## config.mk

```make
export PLATFORM = sky130hd
export DESIGN_NAME = lru_keyed_store_core
export DESIGN_NICKNAME = d
export VERILOG_FILES = /design/src/rtl/lks_pkg.sv /design/src/rtl/lks_datapath.sv /design/src/rtl/lks_ctrl.sv /design/src/rtl/lru_keyed_store_core.sv
export SDC_FILE = /design/constraint.sdc
export NUM_CORES = 1
export LEC_CHECK = 0
export BUFFER_PORTS_ARGS = -buffer_cell sky130_fd_sc_hd__buf_2
export CAP_MARGIN = 30
export CORE_UTILIZATION = 56
export CTS_CLUSTER_DIAMETER = 80
export DETAILED_ROUTE_END_ITERATION = 8
export GPL_ROUTABILITY_DRIVEN = 0
export PLACE_DENSITY = 0.82
export SYNTH_ARGS = -nofsm -noshare
export SYNTH_HDL_FRONTEND = slang
export SYNTH_HIERARCHICAL = 1
export SYNTH_SLANG_ARGS = --single-unit
```

## constraint.sdc

```tcl
create_clock -name clk -period 8.1 [get_ports clk]
set_input_delay 0.81 -clock clk [delete_from_list [all_inputs] [get_ports clk]]
set_output_delay 0.81 -clock clk [all_outputs]
set_load 0.05 [all_outputs]
```

## src/rtl/lks_pkg.sv

```systemverilog
`default_nettype none

package lks_pkg;

	// Fixed field widths.
	localparam int CFG_W   = 5;
	localparam int KEY_W   = 32;
	localparam int VAL_W   = 32;
	localparam int STAT_W  = 3;
	localparam int PADDR_W = 3;
	localparam int PDATA_W = 32;

	// Register map: one register, selected by paddr[2].
	localparam logic REG_ENTRIES_IN_USE = 1'b0;
	localparam logic [CFG_W-1:0] ENTRIES_RESET = 5'd16;

	// Request operation codes.
	localparam logic CMD_ADD    = 1'b0;
	localparam logic CMD_ACCESS = 1'b1;

	typedef enum logic [STAT_W-1:0] {
		STAT_UPDATED   = 3'd0,
		STAT_INS_FREE  = 3'd1,
		STAT_INS_EVICT = 3'd2,
		STAT_HIT       = 3'd3,
		STAT_MISS      = 3'd4
	} status_t;

	typedef enum logic [1:0] {
		S_IDLE,
		S_SCAN,
		S_DRAIN,
		S_COMMIT
	} state_t;

	// Controller to datapath.
	typedef struct packed {
		logic load;
		logic issue;
		logic commit;
	} dp_cmd_t;

	// Datapath to controller.
	typedef struct packed {
		logic scan_last;
	} dp_stat_t;

endpackage

`default_nettype wire

```

## src/rtl/lks_datapath.sv

```systemverilog
`default_nettype none

module lks_datapath #(
	parameter int CAPACITY = 16
) (
	input  wire logic                          clk,
	input  wire logic                          arst_n,
	input  wire logic [lks_pkg::CFG_W-1:0]     entries_in_use,
	input  wire lks_pkg::dp_cmd_t              dp_cmd,
	output lks_pkg::dp_stat_t                  dp_stat,
	input  wire logic                          cmd,
	input  wire logic [lks_pkg::KEY_W-1:0]     key,
	input  wire logic signed [lks_pkg::VAL_W-1:0] value_in,
	output logic [lks_pkg::STAT_W-1:0]         status,
	output logic signed [lks_pkg::VAL_W-1:0]   value_out,
	output logic [lks_pkg::KEY_W-1:0]          evicted_key
);

	localparam int IDX_W  = $clog2(CAPACITY);
	localparam int RANK_W = IDX_W;
	localparam int CNT_W  = $clog2(CAPACITY + 1);
	localparam int CMP_W  = (CNT_W > lks_pkg::CFG_W) ? CNT_W : lks_pkg::CFG_W;

	// Entry storage.
	logic [lks_pkg::KEY_W-1:0] key_mem   [CAPACITY];
	logic [lks_pkg::VAL_W-1:0] value_mem [CAPACITY];
	logic                      valid_q   [CAPACITY];
	logic [RANK_W-1:0]         rank_q    [CAPACITY];

	// Captured request.
	logic                      req_cmd_q;
	logic [lks_pkg::KEY_W-1:0] req_key_q;
	logic [lks_pkg::VAL_W-1:0] req_value_q;

	// Scan pipeline.
	logic [IDX_W-1:0]          addr_q;
	logic                      rd_vld_s1;
	logic [IDX_W-1:0]          idx_s1;
	logic [lks_pkg::KEY_W-1:0] key_rd_s1;
	logic [lks_pkg::VAL_W-1:0] value_rd_s1;

	// Scan results.
	logic                      hit_found_q;
	logic [IDX_W-1:0]          hit_idx_q;
	logic [RANK_W-1:0]         hit_rank_q;
	logic [lks_pkg::VAL_W-1:0] hit_value_q;
	logic                      free_found_q;
	logic [IDX_W-1:0]          free_idx_q;
	logic                      vic_found_q;
	logic [IDX_W-1:0]          vic_idx_q;
	logic [RANK_W-1:0]         vic_rank_q;
	logic [lks_pkg::KEY_W-1:0] vic_key_q;

	// Result register.
	logic [lks_pkg::STAT_W-1:0] status_q;
	logic [lks_pkg::VAL_W-1:0]  value_out_q;
	logic [lks_pkg::KEY_W-1:0]  evicted_key_q;

	logic [CMP_W-1:0]          cfg_ext;
	logic [CMP_W-1:0]          n_active;
	logic [IDX_W-1:0]          last_idx;

	logic                      ent_valid;
	logic [RANK_W-1:0]         ent_rank;
	logic                      take_hit;
	logic                      take_free;
	logic                      take_vic;

	lks_pkg::status_t          st_next;
	logic [lks_pkg::VAL_W-1:0] vout_next;
	logic [lks_pkg::KEY_W-1:0] ekey_next;
	logic [IDX_W-1:0]          tgt_idx;
	logic [RANK_W-1:0]         touch_rank;
	logic                      do_touch;
	logic                      do_fill;
	logic                      do_key_wr;
	logic                      do_val_wr;

	// Active entry count, clamped to 1..CAPACITY.
	always_comb begin
		cfg_ext = CMP_W'(entries_in_use);
		if (cfg_ext == '0) begin
			n_active = CMP_W'(1);
		end else if (cfg_ext > CMP_W'(CAPACITY)) begin
			n_active = CMP_W'(CAPACITY);
		end else begin
			n_active = cfg_ext;
		end
		last_idx = IDX_W'(n_active - CMP_W'(1));
	end

	assign dp_stat.scan_last = (addr_q == last_idx);

	always_ff @(posedge clk) begin
		if (dp_cmd.load) begin
			req_cmd_q   <= cmd;
			req_key_q   <= key;
			req_value_q <= value_in;
		end
	end

	always_ff @(posedge clk or negedge arst_n) begin
		if (!arst_n) begin
			addr_q    <= '0;
			rd_vld_s1 <= 1'b0;
		end else begin
			rd_vld_s1 <= dp_cmd.issue;
			if (dp_cmd.load) begin
				addr_q <= '0;
			end else if (dp_cmd.issue) begin
				addr_q <= addr_q + IDX_W'(1);
			end
		end
	end

	// Key and value memories: one read a cycle while scanning, one write on commit.
	always_ff @(posedge clk) begin
		if (dp_cmd.issue) begin
			key_rd_s1   <= key_mem[addr_q];
			value_rd_s1 <= value_mem[addr_q];
			idx_s1      <= addr_q;
		end
		if (dp_cmd.commit && do_key_wr) begin
			key_mem[tgt_idx] <= req_key_q;
		end
		if (dp_cmd.commit && do_val_wr) begin
			value_mem[tgt_idx] <= req_value_q;
		end
	end

	assign ent_valid = valid_q[idx_s1];
	assign ent_rank  = rank_q[idx_s1];
	assign take_hit  = rd_vld_s1 && ent_valid && !hit_found_q && (key_rd_s1 == req_key_q);
	assign take_free = rd_vld_s1 && !ent_valid && !free_found_q;
	assign take_vic  = rd_vld_s1 && ent_valid && (!vic_found_q || (ent_rank > vic_rank_q));

	always_ff @(posedge clk or negedge arst_n) begin
		if (!arst_n) begin
			hit_found_q  <= 1'b0;
			free_found_q <= 1'b0;
			vic_found_q  <= 1'b0;
		end else if (dp_cmd.load) begin
			hit_found_q  <= 1'b0;
			free_found_q <= 1'b0;
			vic_found_q  <= 1'b0;
		end else begin
			if (take_hit) begin
				hit_found_q <= 1'b1;
			end
			if (take_free) begin
				free_found_q <= 1'b1;
			end
			if (take_vic) begin
				vic_found_q <= 1'b1;
			end
		end
	end

	always_ff @(posedge clk) begin
		if (take_hit) begin
			hit_idx_q   <= idx_s1;
			hit_rank_q  <= ent_rank;
			hit_value_q <= value_rd_s1;
		end
		if (take_free) begin
			free_idx_q <= idx_s1;
		end
		if (take_vic) begin
			vic_idx_q  <= idx_s1;
			vic_rank_q <= ent_rank;
			vic_key_q  <= key_rd_s1;
		end
	end

	// Decide the action once the scan is complete.
	always_comb begin
		st_next    = lks_pkg::STAT_UPDATED;
		vout_next  = '0;
		ekey_next  = '0;
		tgt_idx    = hit_idx_q;
		touch_rank = hit_rank_q;
		do_touch   = 1'b0;
		do_fill    = 1'b0;
		do_key_wr  = 1'b0;
		do_val_wr  = 1'b0;
		if (req_cmd_q == lks_pkg::CMD_ACCESS) begin
			if (hit_found_q) begin
				st_next   = lks_pkg::STAT_HIT;
				vout_next = hit_value_q;
				do_touch  = 1'b1;
			end else begin
				st_next = lks_pkg::STAT_MISS;
			end
		end else if (hit_found_q) begin
			st_next   = lks_pkg::STAT_UPDATED;
			do_val_wr = 1'b1;
			do_touch  = 1'b1;
		end else if (free_found_q) begin
			st_next   = lks_pkg::STAT_INS_FREE;
			tgt_idx   = free_idx_q;
			do_fill   = 1'b1;
			do_key_wr = 1'b1;
			do_val_wr = 1'b1;
		end else if (vic_found_q) begin
			st_next    = lks_pkg::STAT_INS_EVICT;
			tgt_idx    = vic_idx_q;
			touch_rank = vic_rank_q;
			ekey_next  = vic_key_q;
			do_touch   = 1'b1;
			do_key_wr  = 1'b1;
			do_val_wr  = 1'b1;
		end
	end

	// Valid bits and recency ranks, updated in parallel for every entry.
	always_ff @(posedge clk or negedge arst_n) begin
		if (!arst_n) begin
			for (int i = 0; i < CAPACITY; i++) begin
				valid_q[i] <= 1'b0;
				rank_q[i]  <= '0;
			end
		end else if (dp_cmd.commit) begin
			for (int i = 0; i < CAPACITY; i++) begin
				if (do_touch) begin
					if (IDX_W'(i) == tgt_idx) begin
						rank_q[i] <= '0;
					end else if (valid_q[i] && (rank_q[i] < touch_rank)) begin
						rank_q[i] <= rank_q[i] + RANK_W'(1);
					end
				end else if (do_fill) begin
					if (IDX_W'(i) == tgt_idx) begin
						valid_q[i] <= 1'b1;
						rank_q[i]  <= '0;
					end else if (valid_q[i]) begin
						rank_q[i] <= rank_q[i] + RANK_W'(1);
					end
				end
			end
		end
	end

	always_ff @(posedge clk) begin
		if (dp_cmd.commit) begin
			status_q      <= st_next;
			value_out_q   <= vout_next;
			evicted_key_q <= ekey_next;
		end
	end

	assign status      = status_q;
	assign value_out   = value_out_q;
	assign evicted_key = evicted_key_q;

	a_fill_is_free: assert property (@(posedge clk) disable iff (!arst_n)
		dp_cmd.commit && do_fill |-> !valid_q[free_idx_q])
		else $error("insert targets an entry that is already valid");

	a_target_newest: assert property (@(posedge clk) disable iff (!arst_n)
		dp_cmd.commit && (do_fill || do_touch)
		|=> valid_q[$past(tgt_idx)] && (rank_q[$past(tgt_idx)] == '0))
		else $error("written or touched entry is not valid and most recent");

	a_hit_in_range: assert property (@(posedge clk) disable iff (!arst_n)
		take_hit |-> (idx_s1 <= last_idx))
		else $error("key match found outside the active entries");

	a_add_has_target: assert property (@(posedge clk) disable iff (!arst_n)
		dp_cmd.commit && (req_cmd_q == lks_pkg::CMD_ADD)
		|-> (hit_found_q || free_found_q || vic_found_q))
		else $error("add completed with no entry to write");

endmodule

`default_nettype wire

```

## src/rtl/lks_ctrl.sv

```systemverilog
`default_nettype none

module lks_ctrl (
	input  wire logic               clk,
	input  wire logic               arst_n,
	input  wire logic               req_valid,
	output logic                    req_ready,
	output logic                    rsp_valid,
	input  wire logic               rsp_ready,
	output lks_pkg::dp_cmd_t        dp_cmd,
	input  wire lks_pkg::dp_stat_t  dp_stat
);

	lks_pkg::state_t state_q;
	lks_pkg::state_t state_next;
	logic            rsp_valid_q;
	logic            rsp_free;

	assign rsp_free = !rsp_valid_q || rsp_ready;

	always_comb begin
		state_next = state_q;
		unique case (state_q)
			lks_pkg::S_IDLE: begin
				if (req_valid) begin
					state_next = lks_pkg::S_SCAN;
				end
			end
			lks_pkg::S_SCAN: begin
				if (dp_stat.scan_last) begin
					state_next = lks_pkg::S_DRAIN;
				end
			end
			lks_pkg::S_DRAIN: begin
				state_next = lks_pkg::S_COMMIT;
			end
			lks_pkg::S_COMMIT: begin
				if (rsp_free) begin
					state_next = lks_pkg::S_IDLE;
				end
			end
			default: begin
				state_next = lks_pkg::S_IDLE;
			end
		endcase
	end

	always_comb begin
		req_ready     = 1'b0;
		dp_cmd.load   = 1'b0;
		dp_cmd.issue  = 1'b0;
		dp_cmd.commit = 1'b0;
		unique case (state_q)
			lks_pkg::S_IDLE: begin
				req_ready   = 1'b1;
				dp_cmd.load = req_valid;
			end
			lks_pkg::S_SCAN: begin
				dp_cmd.issue = 1'b1;
			end
			lks_pkg::S_DRAIN: begin
			end
			lks_pkg::S_COMMIT: begin
				dp_cmd.commit = rsp_free;
			end
			default: begin
			end
		endcase
	end

	always_ff @(posedge clk or negedge arst_n) begin
		if (!arst_n) begin
			state_q     <= lks_pkg::S_IDLE;
			rsp_valid_q <= 1'b0;
		end else begin
			state_q <= state_next;
			if (dp_cmd.commit) begin
				rsp_valid_q <= 1'b1;
			end else if (rsp_ready) begin
				rsp_valid_q <= 1'b0;
			end
		end
	end

	assign rsp_valid = rsp_valid_q;

endmodule

`default_nettype wire

```

## src/rtl/lru_keyed_store_core.sv

```systemverilog
`default_nettype none

// Fully associative key-value store with least-recently-used replacement.
// An add request (cmd 0) updates the value of a stored key, or stores the key
// in the lowest-numbered free entry, or, when every active entry is taken,
// replaces the least recently used entry and returns its key. An access
// request (cmd 1) returns the stored value and makes the entry most recent,
// or reports a miss. Each request gives exactly one response. Only the first
// entries_in_use entries (clamped to 1..CAPACITY) are searched and filled.
// A request is processed by a linear scan of the key and value memories, one
// entry per clock, through the states accept (S_IDLE), scan (S_SCAN, one
// read per active entry), last compare (S_DRAIN) and commit (S_COMMIT);
// the commit waits while the output register still holds an unaccepted
// response. The next request can be accepted in the cycle after the commit,
// while the previous response may still wait in the output register.
// entries_in_use sits at byte address 0 of the APB-style port and must only
// be written while no request is in flight.
module lru_keyed_store_core #(
	parameter int CAPACITY = 16
) (
	input  wire logic                             clk,
	input  wire logic                             arst_n,
	// Configuration port.
	input  wire logic                             psel,
	input  wire logic                             penable,
	input  wire logic                             pwrite,
	input  wire logic [lks_pkg::PADDR_W-1:0]      paddr,
	input  wire logic [lks_pkg::PDATA_W-1:0]      pwdata,
	output logic [lks_pkg::PDATA_W-1:0]           prdata,
	output logic                                  pready,
	// Request channel.
	input  wire logic                             req_valid,
	output logic                                  req_ready,
	input  wire logic                             cmd,
	input  wire logic [lks_pkg::KEY_W-1:0]        key,
	input  wire logic signed [lks_pkg::VAL_W-1:0] value_in,
	// Response channel.
	output logic                                  rsp_valid,
	input  wire logic                             rsp_ready,
	output logic [lks_pkg::STAT_W-1:0]            status,
	output logic signed [lks_pkg::VAL_W-1:0]      value_out,
	output logic [lks_pkg::KEY_W-1:0]             evicted_key
);

	logic [lks_pkg::CFG_W-1:0] entries_in_use_q;
	logic                      cfg_wr;
	lks_pkg::dp_cmd_t          dp_cmd;
	lks_pkg::dp_stat_t         dp_stat;

	// The port never inserts wait states.
	assign pready = 1'b1;

	// Word index is paddr[2]; the byte offset bits are ignored.
	assign cfg_wr = psel && penable && pwrite && pready
		&& (paddr[2] == lks_pkg::REG_ENTRIES_IN_USE);

	always_ff @(posedge clk or negedge arst_n) begin
		if (!arst_n) begin
			entries_in_use_q <= lks_pkg::ENTRIES_RESET;
		end else if (cfg_wr) begin
			entries_in_use_q <= pwdata[lks_pkg::CFG_W-1:0];
		end
	end

	always_comb begin
		if (paddr[2] == lks_pkg::REG_ENTRIES_IN_USE) begin
			prdata = lks_pkg::PDATA_W'(entries_in_use_q);
		end else begin
			prdata = '0;
		end
	end

	lks_ctrl u_ctrl (
		.clk       (clk),
		.arst_n    (arst_n),
		.req_valid (req_valid),
		.req_ready (req_ready),
		.rsp_valid (rsp_valid),
		.rsp_ready (rsp_ready),
		.dp_cmd    (dp_cmd),
		.dp_stat   (dp_stat)
	);

	lks_datapath #(
		.CAPACITY (CAPACITY)
	) u_datapath (
		.clk            (clk),
		.arst_n         (arst_n),
		.entries_in_use (entries_in_use_q),
		.dp_cmd         (dp_cmd),
		.dp_stat        (dp_stat),
		.cmd            (cmd),
		.key            (key),
		.value_in       (value_in),
		.status         (status),
		.value_out      (value_out),
		.evicted_key    (evicted_key)
	);

endmodule

`default_nettype wire

```

# Word level (Yosys, flattened, before mapping)

Memory sizes are Yosys's and may differ from the RTL's. A register that Yosys moved wholly into a read port is not among the register bits.
Cells that the tools add are included.

Word-level logic and storage cells: 383
Memories kept: 2
Output and inout port bits: 102
Register bits after elaboration: 316
Memory bits (writable): 1024
Input bits: 107

Equality and inequality tests: 39
Add/subtract/negate cells: 18
Reductions and logical operators: 94
Multiplexer cells: 153
Bitwise gates (word level): 4
Order comparisons: 19

Memories:

| name                 | depth | width | rd ports | clocked after Yosys merged registers in | write ports | RTL line           | source |
|---|---|---|---|---|---|---|---|
| u_datapath.key_mem   | 16    | 32    | 1        | 1                                       | 1           | lks_datapath.sv:25 | `logic [lks_pkg::KEY_W-1:0] key_mem [CAPACITY];` |
| u_datapath.value_mem | 16    | 32    | 1        | 1                                       | 1           | lks_datapath.sv:26 | `logic [lks_pkg::VAL_W-1:0] value_mem [CAPACITY];` |

Operators with widths:

| kind                                                      | count |
|---|---|
| 2-to-1 mux 4 bit                                          | 110 |
| AND reduction 4 bit                                       | 32 |
| adder 4 x 1 -> 4 bit (second input constant)              | 17 |
| less-than comparator 4 bit                                | 16 |
| inequality test 3 bit (second input constant)             | 16 |
| nonzero test 3 bit                                        | 16 |
| equality test 32 bit                                      | 1 |
| equality test 4 bit (first input constant)                | 8 |
| 2-to-1 mux 1 bit                                          | 31 |
| logical AND 1 bit                                         | 27 |
| binary-select mux 4 bit (select 4 bit)                    | 1 |
| equality test 3 x 4 -> 1 bit (first input constant)       | 4 |
| 2-to-1 mux 3 bit                                          | 4 |
| nonzero test 2 bit                                        | 6 |
| equality test 2 x 4 -> 1 bit (first input constant)       | 2 |
| 2-to-1 mux 2 bit                                          | 4 |
| case mux 2 bit (4 select lines)                           | 1 |
| greater-or-equal comparator 5 bit (second input constant) | 1 |
| > comparator 5 bit (second input constant)                | 1 |
| zero test 1 bit                                           | 5 |
| zero test 5 bit                                           | 1 |
| 2-to-1 mux 5 bit                                          | 1 |
| NOT 4 -> 5 bit                                            | 1 |
| binary-select mux 1 bit (select 4 bit)                    | 1 |
| other kinds (15)                                          | 20 |

# Depth between registers and ports, before layout

Depth after elaboration: 9
Mapped depth: 11
Gate-level depth less buffers: 10

# By module

Netlist, hierarchy kept.

Modules (own cells, without submodules):

| module               | instances | seq. area each (um^2) | cells an instance | area each (um^2) |
|---|---|---|---|---|
| lks_datapath         | 1         | 41479.8               | 2541              | 54364.6 |
| lru_keyed_store_core | 1         | 126.4                 | 46                | 467.9 |
| lks_ctrl             | 1         | 75.1                  | 20                | 231.5 |

# Least setup slack after synthesis

Ideal clock, no wire load.

Path type: register -> register
Start: register u_datapath.idx_s1[0]
End: register u_datapath.vic_idx_q[0] (enable)
Buffers on the path: 2
Period minus slack after synthesis: 5.439 ns
Setup time: 0.451 ns
Arrival time: 4.988 ns
Required time: 7.649 ns
Cell stages (with the launch flop): 12
Slack: 2.661 ns
Cells stage by stage: edfxtp_1 > buf_2 > buf_1 > mux4_2 > mux4_2 > ha_1 > nor2b_1 > o21ai_0 > nand2b_1 > a21oi_1 > a41o_1 > a21oi_1

Longest elaborated chain between the ends: 7
Elaborated cells between the ends (all ways): 11
Those cells by class: order compare (1); mux (6); bitwise (1); reduce/logical (3)

RTL lines:

| element                                             | RTL line            | source |
|---|---|---|
| start, declared                                     | lks_datapath.sv:38  | `logic [IDX_W-1:0] idx_s1;` |
| start signal, assigned                              | lks_datapath.sv:121 | `idx_s1 <= addr_q;` |
| NOT 4 -> 5 bit (implied by the code)                | lks_datapath.sv:132 | `assign ent_rank = rank_q[idx_s1];` |
| binary-select mux 4 bit (select 4 bit)              | lks_datapath.sv:132 |  |
| 2-to-1 mux 4 bit (implied by the code) (2 in a row) | lks_datapath.sv:132 |  |
| named net u_datapath.ent_rank[1]                    | lks_datapath.sv:64  | `logic [RANK_W-1:0] ent_rank;` |
| > comparator 4 bit                                  | lks_datapath.sv:135 | `assign take_vic = rd_vld_s1 && ent_valid && (!vic_found_q \|\| (ent_rank > vic_rank_q));` |
| logical OR 1 bit                                    | lks_datapath.sv:135 |  |
| logical AND 1 bit                                   | lks_datapath.sv:135 |  |
| named net u_datapath.take_vic                       | lks_datapath.sv:67  | `logic take_vic;` |
| end signal, assigned                                | lks_datapath.sv:169 | `vic_idx_q <= idx_s1;` |
| end, declared                                       | lks_datapath.sv:50  | `logic [IDX_W-1:0] vic_idx_q;` |

The timed path passes the listed nets, and every way through them passes these cells. The select of a mux whose other input is x is not followed.
A chain may end at the register's enable or synchronous reset.

# Worst setup path in the final report

Start: register u_datapath.idx_s1[1]
End: register u_datapath/vic_key_q[20] (netlist name) (enable)

Longest elaborated chain between the ends: 7
Elaborated cells between the ends (all ways): 11
Those cells by class: order compare (1); mux (6); bitwise (1); reduce/logical (3)

RTL lines:

| element                                             | RTL line            | source |
|---|---|---|
| NOT 4 -> 5 bit (implied by the code)                | lks_datapath.sv:132 |  |
| binary-select mux 4 bit (select 4 bit)              | lks_datapath.sv:132 |  |
| 2-to-1 mux 4 bit (implied by the code) (2 in a row) | lks_datapath.sv:132 |  |
| named net u_datapath.ent_rank[2]                    | lks_datapath.sv:64  |  |
| > comparator 4 bit                                  | lks_datapath.sv:135 |  |
| logical OR 1 bit                                    | lks_datapath.sv:135 |  |
| logical AND 1 bit                                   | lks_datapath.sv:135 |  |
| named net u_datapath.take_vic                       | lks_datapath.sv:67  |  |
| end signal, assigned                                | lks_datapath.sv:171 | `vic_key_q <= key_rd_s1;` |
| end, declared                                       | lks_datapath.sv:52  | `logic [lks_pkg::KEY_W-1:0] vic_key_q;` |

The timed path passes the listed nets, and every way through them passes these cells. The select of a mux whose other input is x is not followed.

==> results.yml <==
worst_setup_path:
  worst_setup_path_end_kind: "flop"
  cp_max_fo: 31
  cp-start-kind: "flop"
  worst_ep_required_time_ps: 8460
  arrival_ps: 4780
  critPathKind: "reg2reg"
synthesis:
  synthArstFlopShare_pct: 6.84
  synth-xor-area-share_pct: 0.700
  muxShareOfSynthArea_pct: 14.5
  ys_warn_count: 6
  ys_seq_area_share_pct: 75.7
  yosys.area_share.simple_pct: 3.60
  synth-edff-count: 1308
  avgSynthCellArea_um2: 21.1
  syn-cell-area_um2: 55100
  ys.flop_type: "edfxtp_1"
  synth_top_family_by_area: "multiplexers"
  synth-seq-cells: 1404
  synth_compound_area_share_pct: 2.43
  syn_inst: 2607
  ys_types: 74
  synthAdderAreaFrac_pct: 1.68
cts:
  cts_resized: 0
  clkLatencyLatePin_ps: 760
  cts_buffers: 135
  clk_path_buf_depth: 3
  ctsHoldBuffers: 0
  htreeDepth: 4
  cts.root.buffer_cell: "clkbuf_16"
  clk_pin_slew_ps: 70
  cts_tree: "yes"
  clock_sinks: 1404
  post_cts_buffers: 0
floorplan:
  num_io_pins: 209
  rows: 114
  die_y_um: 316
  die_w_um: 316
  initial_core_util_pct: 56.8
  dieArea_um2: 99600
  core_area_um2: 97000
timing:
  setup_violations: 0
  drv_slew: 0
  final.period_utilization_pct: 54.5
  slew_headroom_pct: 22.1
  finalCriticalPeriod_ps: 4410
  fmax_mhz: 227
  tightest_slew_ps: 1170
  skew_ps: 32.3
  hold_slack_ps: 52.4
  setup_ws_ps: 3690
  tns_ps: 0
  hold_violations: 0
  rsz0062_at_grt: "false"
global_routing:
  grt_antenna_before_repair: 2
  grt_pass1_wl_um: 208000
  grt_usage_pct: 29.4
  grt_overflow: 0
  grt_pass1_vias: 30598
  grt_max_degree: 122
pwr:
  combinationalPowerShare_pct: 22.4
  power.share.clock_pct: 30.6
  switchingPower_mw: 6.14
  power.density_nw_per_um2: 332
  seqPwrFrac_pct: 47.0
  p_sw_share_pct: 29.8
  power_mw: 20.6
  leakage_nw: 20.6
  p_int_mw: 14.5
  peakVddDrop_mv: 0.202
route:
  routed_wl_um: 145000
  drtIter0Drc: 4908
  routed-via-count: 29565
  wl_per_cell_um: 34.1
  remaining_drc_errors: 6
  dr.pass1.iters: 9
  via_per_inst: 6.97
  ant_nets: 0
layout:
  fillers: 5774
  layoutNonFillerInstCount: 4242
  synthToLayoutAreaGrowth_pct: 12.8
  drive_above_1_share_pct: 28.2
  layout_commonest_cell: "edfxtp_1"
  finalNetCount: 3034
  mostFrequentLayoutCells: "edfxtp_1, mux4_2, buf_2"
  final_area_um2: 62100
  utilization_pct: 64.0
placement:
  place_inst: 3991
  dpl.hpwl_um: 69400
  numPortBuffers: 151
  dp_slack_ps: 3860
  dpl_cell_area_um2: 57700
run_status:
  failed_checks: "DRC"
  status: "finished with violations"
worst_hold_path:
  hp-class: "in2async"
flow_run:
  cap_violations: 0
layout make-up:
cell class,instances,area (um2),share of cell area (%)
Antenna cell,1,2.50,0.00403
Clock buffer,174,3670,5.91
Clock inverter,75,694,1.12
Inverter,33,124,0.199
Multi-Input combinational cell,1063,13000,21.0
Sequential cell,1404,41700,67.1
Tap cell,1276,1600,2.57
Timing Repair Buffer,216,1300,2.09
power by group through the flow:
stage,registers [mW],logic [mW],clock network [mW]
6_report,9.68,4.62,6.30
5_1_grt,9.73,4.80,6.60
4_1_cts,9.65,4.59,6.34
3_5_place_dp,9.76,4.43,0
3_3_place_gp,9.71,4.18,0
2_1_floorplan,9.74,3.04,0
worst max-delay path: stages, from the launching register on:
cell and delay [ps]:
edfxtp_1 1050, mux4_2 640, mux4_2 510, ha_1 310, o21ai_0 80, nand2b_1 70, a21oi_1 70, a41o_1 240
a21oi_4 360, buf_4 660
path summary, 6_finish.rpt:
path | startpoint | endpoint | slack [ps] | cells after the start
worst max-delay path | u_datapath/idx_s1[1] | u_datapath/vic_key_q[20] | 3690 | 9
worst min-delay path | arst_n | u_datapath/vic_found_q | 50 | 1
worst max register to register | u_datapath/idx_s1[1] | u_datapath/vic_key_q[20] | 3690 | 9
worst min register to register | u_datapath/value_rd_s1[29] | u_datapath/hit_value_q[29] | 420 | 0
max in group asynchronous | arst_n | u_ctrl/state_q[1] | 6810 | 2
min in group clk | key[9] | u_datapath/req_key_q[9] | 230 | 1
state kept, by name (all words and copies together), names as in the netlist, 5 cells and up:
register	cells
u_datapath/valid_q	16
entries_in_use_q	5
u_datapath/value_rd_s1	32
u_datapath/evicted_key	32
u_datapath/vic_key_q	32
u_datapath/rank_q	64
u_datapath/key_mem	512
u_datapath/value_out	32
u_datapath/value_mem	512
u_datapath/key_rd_s1	32
u_datapath/req_key_q	32
u_datapath/req_value_q	32
u_datapath/hit_value_q	32
kinds of logic (layout without fill, tap and decap cells):
logic type,after synthesis,count (layout)
fa+ha+maj,74,74
buf+inv,166,498
compound gates,182,182
simple gates,368,368
other cells,2,29
mux,367,367
flops,1404,1404
xor+xnor,44,44
Yosys cell counts, drive strengths merged (6+ instances only):
cell	number	area, um2
mux2i	11	110
a22o	6	52.6
and2	39	244
a221oi	7	105
a21oi	22	114
xnor2	13	114
and3	54	338
nand2b	11	76.3
buf	65	369
o21bai	17	128
edfxtp	1308	39300
or3	6	37.5
a21o	6	45.0
nor2	84	315
xor2	31	272
nand3b	6	45.0
ha	74	926
clkbuf	68	255
o21ai	42	210
o22ai	8	50.1
dfrtp	95	2380
inv	33	124
o21a	13	97.6
nand2	55	206
or4	13	97.6
nor4	11	68.8
mux2	12	139
o211a	8	80.1
nand3	37	185
o211ai	15	113
mux4	344	7750
nor3	22	110
routing by layer:
| layer | vias up | part of all wire [%] | GRT usage [%] |
|---|---|---|---|
| met5 | - | 0.0028 | 0 |
| met1 | 15153 | 34 | 37.7 |
| met2 | 2634 | 49 | 47.3 |
| met4 | 2 | 4.9 | 13.7 |
| met3 | 542 | 12 | 7.86 |
| li1 | 11234 | - | - |
(Power assumes the default switching activity.)
